`src/assert_macros.svh`:
```
// ----------------------------------------------------------------------------
// assert_macros.svh
// Concurrent assertion helpers shared by the flux core RTL.
// ----------------------------------------------------------------------------
`ifndef ASSERT_MACROS_SVH
`define ASSERT_MACROS_SVH
`ifndef ASSERT_OFF
`define ASSERT_PROP(lbl, clk, rstn, prop) \
	lbl: assert property (@(posedge clk) disable iff (!rstn) prop) \
		else $error("assertion failed: property violated");
`define ASSERT_NEVER(lbl, clk, rstn, expr) \
	lbl: assert property (@(posedge clk) disable iff (!rstn) !(expr)) \
		else $error("assertion failed: forbidden condition");
`else
`define ASSERT_PROP(lbl, clk, rstn, prop)
`define ASSERT_NEVER(lbl, clk, rstn, expr)
`endif
`endif

```
`src/phf_pkg.sv`:
```
// ----------------------------------------------------------------------------
// phf_pkg
// Shared constants and the face-state transaction type.
// ----------------------------------------------------------------------------
`default_nettype none
package phf_pkg;
	localparam int FRAC_BITS_DEF = 16;
	localparam int QDEPTH        = 4;
	localparam int QLW           = $clog2(QDEPTH + 1);
	localparam int QPW           = $clog2(QDEPTH);
	localparam int DIV_STEPS     = 32;
	localparam int MAGW          = 129;

	typedef struct packed {
		logic               dir;
		logic [30:0]        rho_l;
		logic [30:0]        rho_r;
		logic signed [31:0] vx_l;
		logic signed [31:0] vy_l;
		logic signed [31:0] vx_r;
		logic signed [31:0] vy_r;
		logic signed [31:0] vn_l;
		logic signed [31:0] vn_r;
		logic [31:0]        ap;
		logic [31:0]        amn;
	} phf_face_t;
endpackage
`default_nettype wire

```
`src/phf_queue.sv`:
```
// ----------------------------------------------------------------------------
// phf_queue
// Short FIFO of face states between the front and the flux pipeline.
// ----------------------------------------------------------------------------
`default_nettype none
`include "assert_macros.svh"
module phf_queue import phf_pkg::*; (
	input  logic           clk,
	input  logic           arst_n,
	input  logic           push,
	input  phf_face_t      push_item,
	output logic           pop,
	output phf_face_t      pop_item,
	output logic [QLW-1:0] level
);
	phf_face_t      mem_q [QDEPTH];
	logic [QPW-1:0] wr_ptr_q, rd_ptr_q;
	logic [QLW-1:0] level_q;

	assign pop      = level_q != '0;
	assign pop_item = mem_q[rd_ptr_q];
	assign level    = level_q;

	always_ff @(posedge clk or negedge arst_n) begin
		if (!arst_n) begin
			wr_ptr_q <= '0;
			rd_ptr_q <= '0;
			level_q  <= '0;
		end else begin
			if (push) wr_ptr_q <= QPW'(wr_ptr_q + 1'b1);
			if (pop) rd_ptr_q <= QPW'(rd_ptr_q + 1'b1);
			level_q <= QLW'(level_q + QLW'(push) - QLW'(pop));
		end
	end

	always_ff @(posedge clk) begin
		if (push) mem_q[wr_ptr_q] <= push_item;
	end

	`ASSERT_NEVER(a_q_overflow, clk, arst_n, push && !pop && (level_q == QLW'(QDEPTH)))
	`ASSERT_NEVER(a_q_drained, clk, arst_n, level_q > QLW'(1))
endmodule
`default_nettype wire

```
`config.mk`:
```
export PLATFORM = sky130hd
export DESIGN_NAME = phf_queue
export DESIGN_NICKNAME = d
export VERILOG_FILES = /design/src/phf_pkg.sv /design/src/phf_queue.sv
export VERILOG_INCLUDE_DIRS = /design/src /design/src/src
export SDC_FILE = /design/constraint.sdc
export NUM_CORES = 1
export LEC_CHECK = 0
export ABC_CLOCK_PERIOD_IN_PS = 18860
export BUFFER_PORTS_ARGS = -buffer_cell sky130_fd_sc_hd__clkbuf_2
export CELL_PAD_IN_SITES_DETAIL_PLACEMENT = 0
export CELL_PAD_IN_SITES_GLOBAL_PLACEMENT = 1
export CORE_MARGIN = 2
export CORE_UTILIZATION = 50
export DETAILED_ROUTE_END_ITERATION = 7
export PLACE_DENSITY = 0.79
export RECOVER_POWER = 50
export SLEW_MARGIN = 20
export SYNTH_ARGS = -nofsm -noshare
export SYNTH_HDL_FRONTEND = slang
export SYNTH_SLANG_ARGS = --single-unit
```
`constraint.sdc`:
```
create_clock -name clk -period 18.86 [get_ports clk]
set_clock_uncertainty 0.2 [all_clocks]
set_input_delay 1.886 -clock clk [delete_from_list [all_inputs] [get_ports clk]]
set_output_delay 1.886 -clock clk [all_outputs]
set_load 0.005 [all_outputs]
```
== After elaboration in Yosys (flattened, before gate mapping) ==
Memory sizes are Yosys's and may differ from the RTL's.
Cells that the tools add are included.

* Memories: 1
* RAM bits: 1276
* Logic and storage cells: 11
* Flip-flop bits (word level): 7
* Output and inout port bits: 323
* Bits of input ports: 322

* Mux-type cells: 2
* Reduce and logical (&&, ||, !) cells: 1
* $add $sub $neg: 4

{| class="wikitable"
|+ Memory list
! memory !! words !! bits a word !! read ports !! clocked after memory_dff !! wr ports !! line !! RTL
|-
| mem_q || 4 || 319 || 1 || 0 || 1 || phf_queue.sv:16 || <nowiki>phf_face_t mem_q [QDEPTH];</nowiki>
|}

{| class="wikitable"
|+ Operators by type and width
! cell !! number
|-
| $add A2 B1 Y2 const B || 2
|-
| $add A3 B1 Y3 || 1
|-
| $reduce_bool A3 Y1 || 1
|-
| $sub A3 B1 Y3 || 1
|-
| $mux W1 || 2
|}

== Depth between registers and ports, before layout ==
* Depth in word-level cells: 2
* Gate-level depth with buffers: 7
* Mapped depth without buffers: 7

== Worst setup path before layout ==
OpenSTA, ideal clock, no wires.

* Path kind: input to register
* Start point: input port push
* End point: memory mem_q[0][0] (netlist name) (enable)
* Library setup time: 0.720 ns
* Cell stages on the path: 1
* Slack: 8.864 ns
* Required time: 17.940 ns
* Arrival: 9.076 ns
* Buffers on the path: 0
* Path through: and2_1

* Word-level cells in the longest chain between the ends: 2

{| class="wikitable"
|+ Ends and longest elaborated chain
! what !! line !! RTL
|-
| start, declared || phf_queue.sv:10 || <nowiki>input logic push,</nowiki>
|-
| $mux W1 || phf_queue.sv:37 || <nowiki>if (push) mem_q[wr_ptr_q] <= push_item;</nowiki>
|-
| $mux W1 (implied by the code) || phf_queue.sv:37 ||
|-
| end, declared || phf_queue.sv:16 ||
|}

Every way passes these cells.

==> results.json <==
{
  "core_area_um2": 91900,
  "dpl_cell_area_um2": 50900,
  "dr.pass1.iters": 5,
  "cts.repair.resized": 0,
  "rows": 111,
  "ant_nets": 0,
  "slowest_delay_ns": 1.94,
  "die_h_um": 309,
  "area_growth_pct": 17.1,
  "syn-cell-area_um2": 46500,
  "ys_ff_latch": 1283,
  "avgSynthCellArea_um2": 27.4,
  "violations": "capacitance limit, slew limit",
  "grt-ovfl-total": 0,
  "yosysWarnings": 0,
  "clockRootBuffer": "clkbuf_16",
  "mostFrequentLayoutCells": "edfxtp_1, clkbuf_1, clkbuf_2, mux4_2, clkbuf_16",
  "totalWireLength_mm": 94.2,
  "crit_buf_inv": 5,
  "post_cts_buffers": 0,
  "grtUsageTotal_pct": 19.6,
  "p_leak_uw": 0.0177,
  "yosysSeqAreaShare_pct": 82.7,
  "layout_commonest_cell": "edfxtp_1",
  "slew_viol_final": 217,
  "ir_worst_vdd_mv": 0.105,
  "drv_cap": 5,
  "max_slew_margin_pct": -221,
  "max_slew.worst_pin.slew_ns": 4.82,
  "h-tree-depth": 3,
  "fin_tns_setup_ns": 0,
  "design_area_um2": 54500,
  "nets": 2751,
  "antenna_found_initial": 33,
  "fin_crit_ns": 9.05,
  "drcViolationCount": 0,
  "clk_pin_slew_ns": 0.06,
  "vias": 20854,
  "synthCells": 1700,
  "die_area_um2": 95600,
  "cp-start-kind": "register",
  "required_ns": 16.77,
  "synth_fp_nets": 2029,
  "critical_path.max_fanout": 52,
  "worst-setup-path-type": "reg -> out",
  "die_w_um": 309,
  "outcome": "finished with violations",
  "clockBufferDepth": 3,
  "setup_viol": 0,
  "gp_congestion": 0.793,
  "p_per_area_nw_per_um2": 157,
  "post-route-period-util_pct": 48.0,
  "end_kind": "output pin",
  "portBuffers": 644,
  "hold_viol": 0,
  "dpl.cell_count": 3541,
  "r2r_setup_slack_ns": 11.90,
  "cts_made_buffers": 121,
  "io_pins": 645,
  "synth_cell_type_count": 19,
  "hpwlAfterDp_mm": 59.6,
  "whs_ns": 0.332,
  "fillCellCount": 6567,
  "first_global_vias": 21897,
  "worstSkewPairLatency_ns": 0.70,
  "slowest_stage": "clkbuf_1",
  "vias_per_cell": 5.50,
  "max_freq_ghz": 0.110,
  "cts_tree": "built",
  "rsz0062_at_grt": "false",
  "start_util_pct": 50.6,
  "cts_hold_buf": 0,
  "final_layout_size_suffix_gt1_share_pct": 33.6,
  "arrival_ns": 6.97,
  "grt_max_degree": 149,
  "dr.first_iter.drc_count": 1833,
  "fin_util_pct": 59.3,
  "cp_common_cell": "buf_4",
  "grt_pass1_wl_mm": 139,
  "cp_top_family": "buffers and inverters",
  "wl_per_cell_um": 24.8,
  "cts.sinks": 1283,
  "min_path_type": "reg -> reg",
  "crit_chain": "clkbuf_1 -> buf_6 -> buf_4 -> buf_4 -> mux4_2 -> clkbuf_2",
  "instances_no_fill": 3792
}
[per-layer routing]
metal | share of wire, % | global-route usage [%] | vias to the layer above
li1 | - | - | 8912
met4 | 2.4 | 6.80 | 34
met2 | 50 | 31.7 | 772
met3 | 10 | 7.45 | 159
met5 | 0.26 | 0 | -
met1 | 37 | 24.5 | 10977
[per-stage QoR]
| stage | power, uW | worst slack (ns) |
|---|---|---|
| floorplan | 5530 | 8.86 |
| global placement | 6230 | 12.22 |
| detailed placement | 6280 | 12.21 |
| CTS | 8650 | 11.41 |
| global route | 8930 | 8.80 |
| finish | 8540 | 9.81 |
[state kept, by name, summed over array words and instances, names as in the netlist]
register,count
level,3
wr_ptr_q,2
rd_ptr_q,2
mem_q,1276
[path summary, 6_finish.rpt]
| check | startpoint | end | depth (start not counted) |
|---|---|---|---|
| max in group asynchronous | arst_n | rd_ptr_q[1] | 1 |
| hold / removal | wr_ptr_q[0] | wr_ptr_q[0] | 1 |
| setup / recovery | rd_ptr_q[0] | pop_item[104] | 6 |
| min in group asynchronous | arst_n | rd_ptr_q[0] | 1 |
| setup reg to reg | wr_ptr_q[1] | mem_q[0][53] | 5 |
| hold reg to reg | wr_ptr_q[0] | wr_ptr_q[0] | 1 |
[synthesized netlist by cell type]
master	n	share of area, %
and2_1	4	0.054
buf_12	2	0.086
buf_2	32	0.34
buf_4	3	0.048
buf_6	11	0.27
buf_8	20	0.65
clkbuf_1	4	0.032
dfrtp_1	7	0.38
edfxtp_1	1276	82
fa_1	1	0.043
ha_1	6	0.16
inv_1	6	0.048
mux4_2	319	15
nand2_1	1	0.0081
o21ai_0	1	0.011
o31ai_1	1	0.016
or3_1	1	0.013
xnor2_1	3	0.056
xor2_1	2	0.038
[cells by family after synthesis]
family,share of synthesized area [%]
muxes,15.4
AOI/OAI and AO/OA,0.0269
DFF,82.7
adders and majority gates,0.204
buffers and inverters,1.47
xor gates and xnor gates,0.0941
and+or+nand+nor,0.0753
[power by group]
part / internal [uW] / switching, uW
Combinational: 1050 / 1220
Sequential: 3740 / 150
Clock: 1350 / 1020
[area by class of cell]
type	instances	area (um^2)	area share, %
antenna	20	50.0	0.0918
timing repair buffer	671	3050	5.59
multi-input combinational	339	7370	13.5
sequential	1283	38500	70.6
clock inverter	87	812	1.49
tap	1243	1560	2.85
clock buffer	143	3160	5.80
inverter	6	22.5	0.0413
Power figures use the tool's default switching activity.
