===== config.mk =====
export PLATFORM = sky130hd
export DESIGN_NAME = phf_front
export DESIGN_NICKNAME = d
export VERILOG_FILES = /design/src/assert_macros.svh /design/src/phf_pkg.sv /design/src/phf_front.sv
export SDC_FILE = /design/constraint.sdc
export NUM_CORES = 2
export LEC_CHECK = 0
export BUFFER_PORTS_ARGS = -buffer_cell sky130_fd_sc_hd__buf_4
export CELL_PAD_IN_SITES_DETAIL_PLACEMENT = 1
export CELL_PAD_IN_SITES_GLOBAL_PLACEMENT = 1
export CORE_ASPECT_RATIO = 1.1
export CORE_MARGIN = 8
export CORE_UTILIZATION = 45
export DETAILED_ROUTE_END_ITERATION = 10
export PLACE_DENSITY_LB_ADDON = 0.1
export SYNTH_ARGS = -nofsm -noshare
export SYNTH_HDL_FRONTEND = slang
export SYNTH_SLANG_ARGS = --single-unit

===== constraint.sdc =====
create_clock -name clk -period 12.8 [get_ports clk]
set_input_delay 2.56 -clock clk [delete_from_list [all_inputs] [get_ports clk]]
set_output_delay 2.56 -clock clk [all_outputs]
set_load 0.05 [all_outputs]

===== src/assert_macros.svh =====
// ----------------------------------------------------------------------------
// assert_macros.svh
// Concurrent assertion helpers shared by the flux core RTL.
// ----------------------------------------------------------------------------
`ifndef ASSERT_MACROS_SVH
`define ASSERT_MACROS_SVH
`ifndef ASSERT_OFF
`define ASSERT_PROP(lbl, clk, rstn, prop) \
	lbl: assert property (@(posedge clk) disable iff (!rstn) prop) \
		else $error("assertion failed: property violated");
`define ASSERT_NEVER(lbl, clk, rstn, expr) \
	lbl: assert property (@(posedge clk) disable iff (!rstn) !(expr)) \
		else $error("assertion failed: forbidden condition");
`else
`define ASSERT_PROP(lbl, clk, rstn, prop)
`define ASSERT_NEVER(lbl, clk, rstn, expr)
`endif
`endif


===== src/phf_pkg.sv =====
// ----------------------------------------------------------------------------
// phf_pkg
// Shared constants and the face-state transaction type.
// ----------------------------------------------------------------------------
`default_nettype none
package phf_pkg;
	localparam int FRAC_BITS_DEF = 16;
	localparam int QDEPTH        = 4;
	localparam int QLW           = $clog2(QDEPTH + 1);
	localparam int QPW           = $clog2(QDEPTH);
	localparam int DIV_STEPS     = 32;
	localparam int MAGW          = 129;

	typedef struct packed {
		logic               dir;
		logic [30:0]        rho_l;
		logic [30:0]        rho_r;
		logic signed [31:0] vx_l;
		logic signed [31:0] vy_l;
		logic signed [31:0] vx_r;
		logic signed [31:0] vy_r;
		logic signed [31:0] vn_l;
		logic signed [31:0] vn_r;
		logic [31:0]        ap;
		logic [31:0]        amn;
	} phf_face_t;
endpackage
`default_nettype wire


===== src/phf_front.sv =====
// ----------------------------------------------------------------------------
// phf_front
// Accepts stencils, forms limited slopes, face states and wave speeds.
// ----------------------------------------------------------------------------
`default_nettype none
module phf_front import phf_pkg::*; #(
	parameter int FRAC_BITS = FRAC_BITS_DEF
) (
	input  logic               clk,
	input  logic               arst_n,
	input  logic               start,
	output logic               busy,
	input  logic               dir,
	input  logic [30:0]        far_left_density,
	input  logic signed [31:0] far_left_vel_x,
	input  logic signed [31:0] far_left_vel_y,
	input  logic [30:0]        left_density,
	input  logic signed [31:0] left_vel_x,
	input  logic signed [31:0] left_vel_y,
	input  logic [30:0]        right_density,
	input  logic signed [31:0] right_vel_x,
	input  logic signed [31:0] right_vel_y,
	input  logic [30:0]        far_right_density,
	input  logic signed [31:0] far_right_vel_x,
	input  logic signed [31:0] far_right_vel_y,
	input  logic [QLW-1:0]     level,
	output logic               push,
	output phf_face_t          item
);
	localparam logic signed [31:0] ONE = 32'sd1 <<< FRAC_BITS;

	function automatic logic signed [33:0] face_off(input logic signed [32:0] yl,
		input logic signed [32:0] y0, input logic signed [32:0] yr);
		logic signed [33:0] dl, dr, dw;
		logic signed [35:0] a, b, c;
		logic [34:0] ma, mb, mc, m;
		logic pos, neg;
		dl = 34'(y0) - 34'(yl);
		dr = 34'(yr) - 34'(y0);
		dw = 34'(yr) - 34'(yl);
		a = 36'(dl) + (36'(dl) <<< 1);
		b = 36'(dw);
		c = 36'(dr) + (36'(dr) <<< 1);
		ma = a[35] ? 35'(-a) : a[34:0];
		mb = b[35] ? 35'(-b) : b[34:0];
		mc = c[35] ? 35'(-c) : c[34:0];
		m = ma;
		if (mb < m) m = mb;
		if (mc < m) m = mc;
		pos = !a[35] && (a != '0) && !b[35] && (b != '0) && !c[35] && (c != '0);
		neg = a[35] && b[35] && c[35];
		if (pos) return $signed({1'b0, m[34:2]});
		else if (neg) return -$signed({1'b0, m[34:2]});
		else return '0;
	endfunction

	logic signed [32:0] cells [4][3];
	logic               accept;
	logic [QLW:0]       pending;

	logic               v_s1;
	logic               dir_s1;
	logic signed [33:0] off_l_s1 [3];
	logic signed [33:0] off_r_s1 [3];
	logic signed [32:0] cl_s1 [3];
	logic signed [32:0] cr_s1 [3];

	logic signed [33:0] fs_l [3];
	logic signed [33:0] fs_r [3];
	logic signed [31:0] vn_l, vn_r;
	logic signed [33:0] vpl, vpr, vml, vmr, apw, amw;
	phf_face_t          item_d;

	logic               v_s2;
	phf_face_t          item_s2;

	always_comb begin
		cells[0][0] = {2'b00, far_left_density};
		cells[0][1] = {far_left_vel_x[31], far_left_vel_x};
		cells[0][2] = {far_left_vel_y[31], far_left_vel_y};
		cells[1][0] = {2'b00, left_density};
		cells[1][1] = {left_vel_x[31], left_vel_x};
		cells[1][2] = {left_vel_y[31], left_vel_y};
		cells[2][0] = {2'b00, right_density};
		cells[2][1] = {right_vel_x[31], right_vel_x};
		cells[2][2] = {right_vel_y[31], right_vel_y};
		cells[3][0] = {2'b00, far_right_density};
		cells[3][1] = {far_right_vel_x[31], far_right_vel_x};
		cells[3][2] = {far_right_vel_y[31], far_right_vel_y};
	end

	// credit check: queue level plus items still in the front
	assign pending = (QLW+1)'(level) + (QLW+1)'(v_s1) + (QLW+1)'(v_s2);
	assign busy    = pending >= (QLW+1)'(QDEPTH);
	assign accept  = start && !busy;

	always_ff @(posedge clk or negedge arst_n) begin
		if (!arst_n) begin
			v_s1 <= 1'b0;
			v_s2 <= 1'b0;
		end else begin
			v_s1 <= accept;
			v_s2 <= v_s1;
		end
	end

	always_ff @(posedge clk) begin
		dir_s1 <= dir;
		for (int q = 0; q < 3; q++) begin
			off_l_s1[q] <= face_off(cells[0][q], cells[1][q], cells[2][q]);
			off_r_s1[q] <= face_off(cells[1][q], cells[2][q], cells[3][q]);
			cl_s1[q]    <= cells[1][q];
			cr_s1[q]    <= cells[2][q];
		end
		item_s2 <= item_d;
	end

	always_comb begin
		for (int q = 0; q < 3; q++) begin
			fs_l[q] = 34'(cl_s1[q]) + off_l_s1[q];
			fs_r[q] = 34'(cr_s1[q]) - off_r_s1[q];
		end
		vn_l = dir_s1 ? fs_l[2][31:0] : fs_l[1][31:0];
		vn_r = dir_s1 ? fs_r[2][31:0] : fs_r[1][31:0];
		vpl = 34'(vn_l) + 34'(ONE);
		vpr = 34'(vn_r) + 34'(ONE);
		vml = 34'(ONE) - 34'(vn_l);
		vmr = 34'(ONE) - 34'(vn_r);
		apw = '0;
		if (vpl > apw) apw = vpl;
		if (vpr > apw) apw = vpr;
		amw = '0;
		if (vml > amw) amw = vml;
		if (vmr > amw) amw = vmr;
		item_d.dir   = dir_s1;
		item_d.rho_l = fs_l[0][30:0];
		item_d.rho_r = fs_r[0][30:0];
		item_d.vx_l  = fs_l[1][31:0];
		item_d.vy_l  = fs_l[2][31:0];
		item_d.vx_r  = fs_r[1][31:0];
		item_d.vy_r  = fs_r[2][31:0];
		item_d.vn_l  = vn_l;
		item_d.vn_r  = vn_r;
		item_d.ap    = apw[31:0];
		item_d.amn   = amw[31:0];
	end

	assign push = v_s2;
	assign item = item_s2;
endmodule
`default_nettype wire


==> results of run 1 <==
[per-layer routing]
| layer | overflow | track usage |
|---|---|---|
| met5 | 18 | 0.543 |
| met4 | 709 | 0.879 |
| met3 | 100 | 0.778 |
| met2 | 1221 | 0.974 |
| met1 | 59 | 0.822 |
[cells in the mapped netlist (48+ instances only)]
| library cell | count |
|---|---|
| inv_1 | 1079 |
| a211oi_1 | 145 |
| dfxtp_1 | 700 |
| a21oi_1 | 1045 |
| o21ai_1 | 63 |
| o21bai_1 | 100 |
| o211ai_1 | 116 |
| mux2_2 | 76 |
| a211o_1 | 49 |
| nor3b_1 | 65 |
| and2_1 | 135 |
| ha_1 | 1404 |
| clkbuf_1 | 262 |
| nor3_1 | 392 |
| xor2_1 | 463 |
| nor2b_1 | 186 |
| or2_2 | 105 |
| o21a_1 | 204 |
| a21o_1 | 394 |
| a21boi_0 | 109 |
| nand2_1 | 1128 |
| o31a_1 | 48 |
| nand4_1 | 133 |
| nand3_1 | 366 |
| nor2_1 | 1141 |
| o22ai_1 | 95 |
| or4_1 | 53 |
| or3_1 | 158 |
| mux2i_1 | 197 |
| a31oi_1 | 148 |
| o31ai_1 | 117 |
| xnor2_1 | 878 |
| nand2b_1 | 219 |
| o21ai_0 | 954 |
| and3_1 | 144 |
| nor4_1 | 100 |
[what timing repair did]
action,in CTS
setup buffers,142
resized for setup,495
setup endpoints to repair,254
pin swaps,225
gates cloned,1
[through the flow]
step                 util  cells
detailed placement  0.634  21152
floorplan               -  13785
global placement    0.634  21152
CTS                 0.662  21453
[cells by family after synthesis]
kind of cell             count (synthesis)  synth area share
AND/OR/NAND/NOR                       4529             0.222
adder cells (fa/ha/maj)               1435             0.180
XOR/XNOR                              1349             0.118
AO/OA/AOI/OAI                         4057             0.258
flip-flops                             702             0.139
other                                    2         0.0000745
multiplexers                           278            0.0287
buffers and inverters                 1418            0.0536
==> reports/results.tsv, run 1 <==
metric	value	unit
Synth area leaders	ha_1 17%, dfxtp_1 14%, xnor2_1 7.6%, a21oi_1 5.2%, o21ai_0 4.7%	
hpwl dp	559	mm
largest net degree at the start of global routing	45	
Synth Instances	13770	
Tool Error	[ERROR GRT-0116] Global routing finished with congestion. Check the congestion regions in the DRC Viewer.	
PortBufs	707	
die height	512	um
Longest Clk Path Bufs	3	
post-cts hold buffer count	0	
EDFF count, synth	0	
register area share after synthesis	0.139	
Post-Syn Area per Cell	7.32	um^2
Synthesis Warnings	0	
status	aborted with a tool error	
synthesized cell area	101000	um^2
Synth cell types	128	
ys async rst share	0.00285	
GRT overflow	2107	
Seq cells post-synth	702	
GPL Wtd Cong	1.13	
Placement Rows	182	
Stop stage	global routing	
clock root buffer	clkbuf_16	
area of placed instances	142000	um^2
Place WS	-3.14	ns
CTS Buf Count	87	
Starting Density	0.452	
prevailing post-synth register cell	dfxtp_1	
I/O pin count	708	
All-Layer GR Usage	0.855	
clock sink count	702	
Die W	467	um
global-route wire length before repair	1580	mm
H-tree depth	3	
vias in the first global route	197202	
leading area contributor after synthesis	ha_1	
top cell type's share of synthesized area	0.174	
==> run 2, diff against run 1 <==
==> config.mk (replaced) <==
export PLATFORM = sky130hd
export DESIGN_NAME = phf_front
export DESIGN_NICKNAME = d
export VERILOG_FILES = /design/src/assert_macros.svh /design/src/phf_pkg.sv /design/src/phf_front.sv
export SDC_FILE = /design/constraint.sdc
export NUM_CORES = 2
export LEC_CHECK = 0
export BUFFER_PORTS_ARGS = -buffer_cell sky130_fd_sc_hd__buf_4
export CORE_MARGIN = 8
export CORE_UTILIZATION = 30
export DETAILED_ROUTE_END_ITERATION = 10
export PLACE_DENSITY_LB_ADDON = 0.15
export SYNTH_ARGS = -nofsm -noshare
export SYNTH_HDL_FRONTEND = slang
export SYNTH_SLANG_ARGS = --single-unit
==> reports/results.tsv, run 2 <==
metric	value	unit	change
hpwl dp	472	mm	-16%
clock sink count	702		unchanged
final setup margin	-0.746	ns	
Lkg Pwr	74.2	nW	
CP Max Fanout	5		
number of max-cap violations	0		
Synthesis Warnings	0		unchanged
prevailing post-synth register cell	dfxtp_1		
slew at the pin with the worst max-slew slack	1.37	ns	
failing checks	negative setup slack		
CP Class	in2reg		
Final Hold Fails	0		
I/O pin count	708		unchanged
fin cells	23328		
post-route setup TNS	-38.36	ns	
leading cell type in the layout, fill and taps excluded	buf_4		
via count	119902		
Synth area leaders	ha_1 17%, dfxtp_1 14%, xnor2_1 7.6%, a21oi_1 5.2%, o21ai_0 4.7%		
Hold Path Class	reg2reg		
cell family with most CP delay	compound AO/OA/AOI/OAI gates		
DRC viols	0		
Synth Instances	13770		unchanged
Synth cell types	128		unchanged
met2 Usage GRT	0.463		
clk slew on worst S/H paths	0.06	ns	
leading area contributor after synthesis	ha_1		
Fillers	34304		
Clock Latency Late Sink	0.88	ns	
synthesized cell area	101000	um^2	unchanged
final setup violation count	123		
post-cts hold buffer count	0		unchanged
Starting Density	0.301		-0.151
met1 usage	0.371		
clock root buffer	clkbuf_16		
DR pass1 iterations	6		
status	finished with violations		
RSZ-0062 raised after global routing	true		
total die area	355000	um^2	
register area share after synthesis	0.139		unchanged
PortBufs	707		unchanged
most frequent cells in the layout	5125 x buf_4, 1323 x ha_1, 1106 x nand2_1		
critical path's most frequent cell	o21ai_1		
Critical Path End Type	flip-flop		
CTS Buf Count	101		+16%
Slowest-stage cell, CP	or4_1		
Critical Path Source Type	input pin		
die height	596	um	+16%
antenna violations before repair	30		
H-tree depth	3		unchanged
Clock Skew	0.0800	ns	
CP peak stage delay	0.51	ns	
maximum clock frequency	73.8	MHz	
commonest cells in the synthesized netlist	1404 x ha_1, 1141 x nor2_1, 1128 x nand2_1		
Buf+Inv Stages, Crit Path	6		
EDFF count, synth	0		unchanged
GPL Wtd Cong	1.00		-12%
drt via density	5.14		
flop-to-flop setup slack	0.02	ns	
WHS	0.382	ns	
drt wl/cell	23.1	um	
Placement Rows	213		+17%
pwr dens	293	nW/um^2	
Longest Clk Path Bufs	4		+1
Post-Syn Area per Cell	7.32	um^2	unchanged
Slew HR	0.0813		
Largest register FFs	319		
DR iter-0 viols	9208		
Die W	596	um	+27%
Final Net Count	20644		
top-count cell post-synth	ha_1		
Inst Count DP	22897		+8.2%
core footprint	336000	um^2	
CTS tree	done		
Final Cycle Share	1.06		
met3 track demand over resource	0.0344		
fin crit period	13.55	ns	
antenna-violating nets left	0		
All-Layer GR Usage	0.287		
largest net degree at the start of global routing	59		
Seq cells post-synth	702		unchanged
Max IR drop VDD	0.289	mV	
global-route wire length before repair	765	mm	
CP arrival	14.31	ns	
CP required	13.56	ns	
fraction of layout instances using a drive strength above 1	0.348		
GRT overflow	0		
vias in the first global route	114183		
top cell type's share of synthesized area	0.174		unchanged
Max Slew Vio Count	0		
ys async rst share	0.00285		unchanged
Routed WL	539	mm	
GRT busiest layer	met2		
area growth from synthesis to layout	53.7	%	
run 2: cell counts after synthesis:
No cell type changed its count.
run 2: what timing repair did:
item / in CTS / in global routing
gates resized for setup: 381 / 533
endpoints found under the setup margin: 177 / 252
gates cloned: 5 / 5
pin swaps: 230 / 281
setup buffers: 114 / 127
run 2: path summary, 6_finish.rpt:
path / end / depth (start not counted) / start
max: off_l_s1[0][22] / 70 / far_left_density[1]
max reg2reg: item[56] / 48 / off_l_s1[0][68]
max in group asynchronous: v_s1 / 1 / arst_n
min reg2reg: push / 0 / v_s1
min in group asynchronous: push / 1 / arst_n
min: push / 0 / v_s1
run 2: logic make-up after synthesis:
kind of cell	count (synthesis)	synth area share
adders and majority gates	1435	0.180
muxes	278	0.0287
AOI/OAI and AO/OA	4057	0.258
and+or+nand+nor	4529	0.222
buffers and inverters	1418	0.0536
xor gates and xnor gates	1349	0.118
DFF	702	0.139
other	2	0.0000745
run 2: power breakdown:
group | internal (mW) | total, mW | leakage (nW) | switching [mW]
Sequential | 2.99 | 3.50 | 5.89 | 0.506
Combinational | 17.3 | 38.9 | 66.6 | 21.6
Clock | 1.80 | 3.04 | 1.67 | 1.24
Total | 22.1 | 45.5 | 74.2 | 23.4
run 2: worst reg2reg max path, delay by kind of cell, from the launching register on:
kind / cells / cell delay, ns
adders and majority gates: 3 / 0.90
AOI/OAI and AO/OA: 26 / 6.13
and+or+nand+nor: 10 / 2.58
buffers and inverters: 6 / 1.14
xor gates and xnor gates: 1 / 0.98
DFF: 1 / 0.36
muxes: 2 / 0.62
run 2: layout make-up:
cell class	instances	area, um^2	area share
timing repair buffer	5257	40400	0.261
clock inverter	49	691	0.00445
clock buffer	127	2770	0.0178
multi-input combinational	11670	87300	0.563
tap	4407	5510	0.0356
antenna	25	62.6	0.000404
sequential	702	14100	0.0907
inverter	1091	4190	0.0270
run 2: metrics by stage:
step                       util  total power, mW  setup WS [ns]  cell area, um^2
final                     0.462             45.5         -0.746           155000
after global routing      0.462             48.5          -1.55           155000
after CTS                 0.452             43.9         -0.686           152000
after detailed placement  0.434             39.5          -2.38           146000
after global placement    0.434             39.5          -2.37           146000
after floorplan               -             22.9          -1.37           104000
run 2: metal layers:
| metal | vias to the layer above | routed length [um] |
|---|---|---|
| met3 | 689 | 29500 |
| met5 | - | 45 |
| li1 | 59953 | - |
| met4 | 8 | 36700 |
| met1 | 55999 | 235000 |
| met2 | 3253 | 238000 |
Power figures use the tool's default switching activity.
